==> config.mk <==
export PLATFORM = sky130hd
export DESIGN_NAME = arc_outq
export DESIGN_NICKNAME = d
export VERILOG_FILES = /design/src/hdl/arc_pkg.sv /design/src/hdl/arc_outq.sv
export SDC_FILE = /design/constraint.sdc
export NUM_CORES = 1
export LEC_CHECK = 0
export BUFFER_PORTS_ARGS = -buffer_cell sky130_fd_sc_hd__buf_4
export CAP_MARGIN = 25
export CORE_AREA = 2 2 205 207
export CTS_CLUSTER_DIAMETER = 200
export DETAILED_ROUTE_END_ITERATION = 6
export DIE_AREA = 0 0 207 209
export PLACE_DENSITY = 0.72
export SYNTH_ARGS = -nofsm -noshare
export SYNTH_HDL_FRONTEND = slang
export SYNTH_SLANG_ARGS = --single-unit
==> constraint.sdc <==
create_clock -name clk -period 26.9 [get_ports clk]
set_input_delay 2.69 -clock clk [delete_from_list [all_inputs] [get_ports clk]]
set_output_delay 2.69 -clock clk [all_outputs]
set_load 0.01 [all_outputs]
==> src/hdl/arc_pkg.sv <==
// Package: widths, latencies and payload types of the arc radius residual block.
`default_nettype none
package arc_pkg;

  localparam int COORD_WIDTH    = 32;
  localparam int UNIT_FRAC_BITS = 30;
  localparam int VAL_FRAC       = 16;

  // Sum of squares of two (W+1)-bit magnitudes, root width, divider width.
  localparam int SUMSQ_W    = 2 * COORD_WIDTH + 3;
  localparam int SQ_STEPS   = (SUMSQ_W + 1) / 2;
  localparam int DIST_W     = SQ_STEPS;
  localparam int GRAD_NUM_W = DIST_W + VAL_FRAC;
  localparam int UNIT_NUM_W = COORD_WIDTH + 1 + UNIT_FRAC_BITS;
  localparam int DIV_NUM_W  = (GRAD_NUM_W > UNIT_NUM_W) ? GRAD_NUM_W : UNIT_NUM_W;
  localparam int LANE_LAT   = 4 + SQ_STEPS + DIV_NUM_W;

  typedef struct packed {
    logic signed [COORD_WIDTH-1:0] center_x;
    logic signed [COORD_WIDTH-1:0] center_y;
    logic signed [COORD_WIDTH-1:0] start_x;
    logic signed [COORD_WIDTH-1:0] start_y;
    logic signed [COORD_WIDTH-1:0] end_x;
    logic signed [COORD_WIDTH-1:0] end_y;
    logic        [COORD_WIDTH-2:0] arc_radius;
  } arc_req_t;

  typedef struct packed {
    logic signed [COORD_WIDTH-1:0]    start_residual;
    logic        [COORD_WIDTH-1:0]    start_radius_grad;
    logic signed [UNIT_FRAC_BITS+1:0] start_unit_x;
    logic signed [UNIT_FRAC_BITS+1:0] start_unit_y;
    logic signed [COORD_WIDTH-1:0]    end_residual;
    logic        [COORD_WIDTH-1:0]    end_radius_grad;
    logic signed [UNIT_FRAC_BITS+1:0] end_unit_x;
    logic signed [UNIT_FRAC_BITS+1:0] end_unit_y;
    logic        [1:0]                degenerate_flags;
  } arc_rsp_t;

  typedef struct packed {
    logic signed [COORD_WIDTH-1:0]    residual;
    logic        [COORD_WIDTH-1:0]    grad;
    logic signed [UNIT_FRAC_BITS+1:0] unit_x;
    logic signed [UNIT_FRAC_BITS+1:0] unit_y;
    logic                             degen;
  } lane_res_t;

endpackage
`default_nettype wire

==> src/hdl/arc_outq.sv <==
// Two-entry output queue between the lane pipeline and the result channel.
`default_nettype none
module arc_outq (
  input  wire logic              clk,
  input  wire logic              rst,
  input  wire logic              push,
  input  wire arc_pkg::arc_rsp_t din,
  output logic                   full,
  output logic                   rsp_valid,
  input  wire logic              rsp_stall,
  output arc_pkg::arc_rsp_t      rsp_data
);
  import arc_pkg::*;

  logic [1:0] count, count_next;
  arc_rsp_t   slot0, slot1;
  logic       pop;

  assign pop       = (count != 2'd0) && !rsp_stall;
  assign full      = count == 2'd2;
  assign rsp_valid = count != 2'd0;
  assign rsp_data  = slot0;

  always_comb begin
    count_next = count + {1'b0, push} - {1'b0, pop};
  end

  always_ff @(posedge clk) begin
    if (rst) begin
      count <= 2'd0;
    end else begin
      count <= count_next;
    end
  end

  always_ff @(posedge clk) begin
    if (pop) begin
      if (push && count == 2'd1) begin
        slot0 <= din;
      end else begin
        slot0 <= slot1;
      end
      if (push && count == 2'd2) begin
        slot1 <= din;
      end
    end else if (push) begin
      if (count == 2'd0) begin
        slot0 <= din;
      end else begin
        slot1 <= din;
      end
    end
  end

`ifndef ASSERT_OFF
  a_count_range: assert property (@(posedge clk) disable iff (rst) count != 2'd3)
    else $error("output queue count out of range");
`endif

endmodule
`default_nettype wire

==> results.json, run 1 <==
{
  "synth_commonest_cells": "edfxtp_1, mux2_1, mux2_2, buf_6, buf_2",
  "antenna_found_initial": 1,
  "drt_iter0_markers": 690,
  "grt_start_max_net_pins": 74,
  "clock.fmax_mhz": 173,
  "die_h_um": 209,
  "yosysWarningCount": 0,
  "cts_max_path_buffers": 3,
  "yosysUniqueCellTypes": 19,
  "regToRegEndpoint": "rsp_data[251]",
  "grt_setup_unrepaired": "false",
  "final-hold-violation-count": 0,
  "p_per_area_nw_per_um2": 74.9,
  "grt_pass1_vias": 10186,
  "slew_viol_final": 0,
  "pin_count": 522,
  "synth-seq-cells": 518,
  "pwr-share-seq": 0.529,
  "first_pass_iters": 5,
  "maxUsedRoutingLayer": "met4",
  "clockPowerShare": 0.364,
  "cts.sinks": 518,
  "cts_tree": "yes",
  "synth_ff_type": "edfxtp_1",
  "track_usage": 0.190,
  "grt_pass1_wl_um": 62700,
  "reg2regPathDepth": 6,
  "cts-root-buf": "clkbuf_16",
  "hp-start": "slot1[96]",
  "syn-num-nets": 1083,
  "critPathMaxFanout": 73,
  "avgViaCountPerCell": 4.99,
  "dpl_cell_area_sq_um": 23200,
  "fin_crit_ns": 5.77,
  "synth_area_leader_cell": "edfxtp_1",
  "clkTransAtPathRegs_ns": 0.06,
  "fin_area_sq_um": 24800,
  "fin_worst_skew_ns": 0.0204,
  "final_core_util": 0.601,
  "synth_top_area_frac": 0.822,
  "drive_above_1_share": 0.468,
  "wire_per_inst_um": 21.5,
  "htree_levels": 2,
  "end_kind": "flop",
  "num_rows": 75,
  "rrSetupSlack_ns": 23.07,
  "async_reset_ff_frac": 0,
  "dp_hpwl_um": 29100,
  "gr-total-overflow": 0,
  "switching_share": 0.222,
  "fin_nets": 1643,
  "r2r-start": "count[0]",
  "synth_enable_flop_cells": 516,
  "max_cap_viol_count": 0,
  "path_class": "primary input to flop",
  "hold_ws_ns": 0.521,
  "nFillCells": 3032,
  "yosysMostFrequentCell": "edfxtp_1",
  "drc": 0,
  "port_buffers": 521,
  "crit_required_ns": 27.24,
  "vdd.ir_drop.worst_mv": 0.0810,
  "fin_crit_sh": 0.214,
  "leakagePower_nw": 9.30,
  "routed-wl-met3_um": 4580,
  "power_frac_comb": 0.108,
  "dpl_worst_slack_ns": 20.56,
  "cts_made_buffers": 53,
  "min_to": "rsp_data[96]",
  "setup_viol": 0,
  "start_kind": "primary input",
  "route.met2.wl_um": 20300,
  "die_width_um": 207,
  "syn_area_per_cell_sq_um": 23.0,
  "start_util": 0.456,
  "wl_met1_um": 16200,
  "hold_path_depth": 1,
  "postCtsResizedCells": 0,
  "netlist_area_sq_um": 18800,
  "wl_um": 42200,
  "ys_seq_area_frac": 0.824,
  "ant_nets": 0,
  "worst_skew_pair.late_latency_ns": 0.59,
  "synthTopCellsByArea": "edfxtp_1, mux2_1, mux2_2, buf_6, dfxtp_1",
  "arrival_ns": 6.11,
  "setup_ws_ns": 21.13,
  "power.internal_w": 0.00145,
  "die_area_sq_um": 43300,
  "core_sq_um": 41300,
  "status": "finished, final reports clean",
  "vias": 9772,
  "worst_slew_pin_slew_ns": 1.07,
  "place_congestion": 0.779,
  "maxSlewHeadroom": 0.290,
  "tns_ns": 0,
  "netSwitchingPower_w": 0.000414,
  "cts_setup_buffers": 0,
  "synth_cells": 820,
  "ctsHoldBuffers": 0,
  "worst_hold_path_type": "flop to flop",
  "area_delta_synth_final_pct": 31.8
}
worst max-delay path, stage by stage:
cell	delay, ns
buf_4	0.13
nand2b_1	0.17
a21oi_4	0.15
buf_4	0.71
buf_4	0.86
buf_4	0.76
mux2_2	0.41
power by group through the flow:
stage | logic [W] | clock network (W) | registers, W
2_1_floorplan | 0.0000559 | 0 | 0.00105
3_3_place_gp | 0.000199 | 0 | 0.000998
6_report | 0.000200 | 0.000676 | 0.000983
3_5_place_dp | 0.000203 | 0 | 0.00100
4_1_cts | 0.000203 | 0.000692 | 0.000984
5_1_grt | 0.000214 | 0.000723 | 0.000988
worst max path at each step:
stage / cells after the start / to / from
4_1_cts: 7 / rsp_data[223] / push
3_3_place_gp: 7 / rsp_data[244] / push
6_report: 7 / rsp_data[251] / push
3_5_place_dp: 7 / rsp_data[251] / push
2_1_floorplan: 1 / slot1[0] / push
5_1_grt: 7 / rsp_data[225] / push
final cells by class:
| type | count | area (sq um) | share of cell area |
|---|---|---|---|
| Clock buffer | 67 | 1420 | 0.0572 |
| Multi-Input combinational cell | 272 | 3020 | 0.122 |
| Tap cell | 539 | 674 | 0.0272 |
| Inverter | 2 | 7.51 | 0.000302 |
| Sequential cell | 518 | 15500 | 0.626 |
| Timing Repair Buffer | 533 | 4000 | 0.161 |
| Clock inverter | 27 | 168 | 0.00675 |
| Antenna cell | 1 | 2.50 | 0.000101 |
metrics by stage:
stage                     power, W  cells
after floorplan            0.00111    820
after global placement     0.00120   1864
after detailed placement   0.00120   1864
after CTS                  0.00188   1958
after global routing       0.00192   1959
final                      0.00186   1959
state kept, by name, summed over array words and instances, names as in the netlist:
| signal | count |
|---|---|
| count | 2 |
| slot1 | 258 |
| rsp_data | 258 |
cell families (layout without fill, tap and decap cells):
kind of cell / Yosys count / after routing / share of synthesized area
buf+inv: 30 / 629 / 0.0165
compound gates: 5 / 5 / 0.00206
fa+ha+maj: 1 / 1 / 0.000664
other cells: 0 / 1 / 0
flops: 518 / 518 / 0.824
xor+xnor: 1 / 1 / 0.000465
mux: 258 / 258 / 0.154
simple gates: 7 / 7 / 0.00193
layer usage:
layer | vias to the layer above | GRT usage
li1 | 4402 | -
met1 | 4889 | 0.232
met2 | 419 | 0.303
met3 | 62 | 0.0858
met4 | 0 | 0.0601
met5 | - | 0
placed cells by master, fill, tap and decap left out:
cell type and n:
a21boi_4 1, a21oi_4 2, buf_4 533, bufinv_16 1
clkbuf_1 12, clkbuf_16 55, clkinv_1 13, clkinv_2 9
clkinv_8 1, clkinvlp_4 1, dfxtp_1 2, diode_2 1
edfxtp_1 516, ha_1 1, inv_1 2, inv_6 1
inv_8 1, mux2_1 200, mux2_2 58, nand2_1 1
nand2b_1 2, nor2_1 2, nor2b_1 1, o21ai_0 2
or2_2 1, xor2_1 1
Power figures use the tool's default switching activity.
==> inputs of run 2 (changes only) <==
--- a/config.mk
+++ b/config.mk
@@ -5,13 +5,13 @@
 export SDC_FILE = /design/constraint.sdc
 export NUM_CORES = 1
 export LEC_CHECK = 0
+export ABC_AREA = 1
 export BUFFER_PORTS_ARGS = -buffer_cell sky130_fd_sc_hd__buf_4
 export CAP_MARGIN = 25
-export CORE_AREA = 2 2 205 207
+export CORE_UTILIZATION = 47
 export CTS_CLUSTER_DIAMETER = 200
 export DETAILED_ROUTE_END_ITERATION = 6
-export DIE_AREA = 0 0 207 209
-export PLACE_DENSITY = 0.72
+export PLACE_DENSITY = 0.75
 export SYNTH_ARGS = -nofsm -noshare
 export SYNTH_HDL_FRONTEND = slang
 export SYNTH_SLANG_ARGS = --single-unit
==> constraint.sdc (replaced) <==
create_clock -name clk -period 5.3 [get_ports clk]
set_input_delay 0.53 -clock clk [delete_from_list [all_inputs] [get_ports clk]]
set_output_delay 0.53 -clock clk [all_outputs]
set_load 0.01 [all_outputs]
==> run 2 against run 1 <==
  * Routed wire length up 12%
  * Clock power rose to 5.2 times the previous value
  * Global-route usage up 2.7 points
  * Via count up 31%
  * Clock skew down 0.0065 ns
  * Die area down 2.6%
  * Final cell count up 26%
  * Critical path depth down 1
  * Non-clock buffer count unchanged
==> results.json, run 2 <==
{
  "grt_pass1_wl_um": 70100,
  "pwr-share-seq": 0.503,
  "synth_commonest_cells": "nand2_1, edfxtp_1, nand3_1, buf_2",
  "clkTransAtPathRegs_ns": 0.06,
  "postCtsResizedCells": 0,
  "power.internal_w": 0.00809,
  "power_frac_comb": 0.171,
  "tns_ns": 0,
  "synth_ff_type": "edfxtp_1",
  "final_common_cell": "buf_4",
  "setup_ws_ns": 2.34,
  "critPathTopFamily": "buffers and inverters",
  "critPathMaxFanout": 183,
  "clock.fmax_mhz": 338,
  "cts_tree": "yes",
  "antenna_found_initial": 3,
  "regToRegEndpoint": "slot1[131]",
  "hold_path_depth": 2,
  "hp-start": "rst",
  "wl_um": 47300,
  "htree_levels": 2,
  "pin_count": 522,
  "start_util": 0.476,
  "die_h_um": 205,
  "yosysUniqueCellTypes": 17,
  "grt_start_max_net_pins": 184,
  "start_kind": "flop",
  "path_cells": "inv_2, nand2_1, o211ai_1, clkinvlp_4, buf_12, buf_4",
  "grt_pass1_vias": 12553,
  "gr-total-overflow": 0,
  "leakagePower_nw": 10.6,
  "die_area_sq_um": 42100,
  "critPathBufInv": 4,
  "fin_crit_ns": 2.96,
  "drc": 0,
  "clockPowerShare": 0.325,
  "area_delta_synth_final_pct": 30.3,
  "synth_enable_flop_cells": 516,
  "first_pass_iters": 5,
  "setup_viol": 0,
  "slowest_stage": "buf_4",
  "worst_hold_path_type": "primary input to flop",
  "synth-seq-cells": 518,
  "wire_per_inst_um": 19.1,
  "place_congestion": 0.833,
  "netlist_area_sq_um": 19400,
  "cts_made_buffers": 51,
  "port_buffers": 521,
  "end_kind": "flop",
  "ctsHoldBuffers": 0,
  "nFillCells": 3024,
  "fin_worst_skew_ns": 0.0139,
  "fin_area_sq_um": 25300,
  "die_width_um": 205,
  "synth_top_area_frac": 0.798,
  "arrival_ns": 3.15,
  "cts_setup_buffers": 0,
  "async_reset_ff_frac": 0,
  "netSwitchingPower_w": 0.00280,
  "final_cell_mix": "buf_4, nand2_1, edfxtp_1",
  "max_cap_viol_count": 0,
  "r2r-start": "count[1]",
  "ys_seq_area_frac": 0.800,
  "status": "finished, final reports clean",
  "num_rows": 74,
  "cts_max_path_buffers": 3,
  "drt_iter0_markers": 803,
  "synth_area_leader_cell": "edfxtp_1",
  "dpl_cell_area_sq_um": 23600,
  "cts.sinks": 518,
  "dp.cells": 2381,
  "track_usage": 0.217,
  "syn_area_per_cell_sq_um": 13.9,
  "switching_share": 0.257,
  "layout.cells.non_filler": 2474,
  "worst_skew_pair.late_latency_ns": 0.58,
  "vias": 12840,
  "fin_crit_sh": 0.558,
  "yosysWarningCount": 0,
  "slew_viol_final": 0,
  "worst_slew_pin_slew_ns": 1.19,
  "dpl_worst_slack_ns": 2.26,
  "p_per_area_nw_per_um2": 430,
  "synth_cells": 1402,
  "min_to": "count[0]",
  "path_class": "flop to flop",
  "grt_setup_unrepaired": "false",
  "avgViaCountPerCell": 5.19,
  "dp_hpwl_um": 29800,
  "critPathMaxStageDelay_ns": 0.87,
  "final-hold-violation-count": 0,
  "core_sq_um": 40800,
  "crit_required_ns": 5.49,
  "reg2regPathDepth": 6,
  "drive_above_1_share": 0.315,
  "synthTopCellsByArea": "edfxtp_1, nand2_1, nand3_1, buf_2, buf_6",
  "cts-root-buf": "clkbuf_16",
  "fin_nets": 2167,
  "rrSetupSlack_ns": 2.34,
  "ant_nets": 0,
  "maxSlewHeadroom": 0.204,
  "syn-num-nets": 1665,
  "vdd.ir_drop.worst_mv": 0.276,
  "yosysMostFrequentCell": "nand2_1"
}
==> run 2: cell types whose count changed after synthesis, sizes merged, moves of 2 or more <==
| cell | before | now |
|---|---|---|
| nand2 | 1 | 525 |
| nand3 | 0 | 260 |
| mux2 | 258 | 0 |
| buf | 28 | 79 |
| inv | 2 | 8 |
| clkbuf | 0 | 5 |
| nand2b | 2 | 0 |
==> run 2: final cells by class <==
| cell class | instances | area (sq um) | share of cell area |
|---|---|---|---|
| antenna | 2 | 5.00 | 0.000198 |
| clock buffer | 61 | 1360 | 0.0536 |
| tap | 532 | 666 | 0.0263 |
| clock inverter | 28 | 270 | 0.0107 |
| timing repair buffer | 533 | 4080 | 0.161 |
| inverter | 8 | 41.3 | 0.00163 |
| multi-input combinational | 792 | 3360 | 0.133 |
| sequential | 518 | 15500 | 0.614 |
==> run 2: worst reg2reg max path, stage by stage (launching register included) <==
cell	delay [ns]
dfxtp_1	0.38
inv_2	0.09
nand2_1	0.18
o211ai_1	0.18
clkinvlp_4	0.12
buf_12	0.57
buf_4	0.98
==> run 2: through the flow <==
step / power, W / util / hold WS (ns)
floorplan: 0.00650 / - / 0.516
global placement: 0.00739 / 0.579 / 0.528
detailed placement: 0.00744 / 0.579 / 0.532
CTS: 0.0110 / 0.618 / 0.0775
global route: 0.0113 / 0.620 / 0.0845
finish: 0.0109 / 0.620 / 0.124
==> run 2: per-layer routing <==
| metal | share of wire | global-route usage | up-vias |
|---|---|---|---|
| met4 | 0.032 | 0.0839 | 2 |
| li1 | - | - | 5956 |
| met5 | 0.00036 | 0 | - |
| met2 | 0.49 | 0.349 | 641 |
| met3 | 0.11 | 0.0797 | 94 |
| met1 | 0.37 | 0.268 | 6147 |
==> run 2: kinds of logic (layout without fill, tap and decap cells) <==
family / count (synthesis) / in the layout / synth area share
DFF: 518 / 518 / 0.800
and+or+nand+nor: 788 / 788 / 0.169
AOI/OAI and AO/OA: 3 / 3 / 0.000902
other: 0 / 2 / 0
buffers and inverters: 92 / 630 / 0.0291
adders and majority gates: 1 / 1 / 0.000644
==> run 2: worst max path at each step <==
stage,to,cells past startpoint,from
2_1_floorplan,rsp_data[0],3,count[0]
3_3_place_gp,slot1[148],5,rsp_stall
3_5_place_dp,slot1[118],6,count[0]
4_1_cts,slot1[125],6,count[0]
5_1_grt,slot1[125],6,count[0]
6_report,slot1[131],6,count[1]
==> run 2: power groups by stage <==
| stage | Sequential (W) | Clock [W] | Combinational, W |
|---|---|---|---|
| 6_report | 0.00549 | 0.00354 | 0.00187 |
| 5_1_grt | 0.00553 | 0.00377 | 0.00203 |
| 4_1_cts | 0.00549 | 0.00362 | 0.00188 |
| 3_5_place_dp | 0.00557 | 0 | 0.00187 |
| 3_3_place_gp | 0.00555 | 0 | 0.00184 |
| 2_1_floorplan | 0.00582 | 0 | 0.000682 |
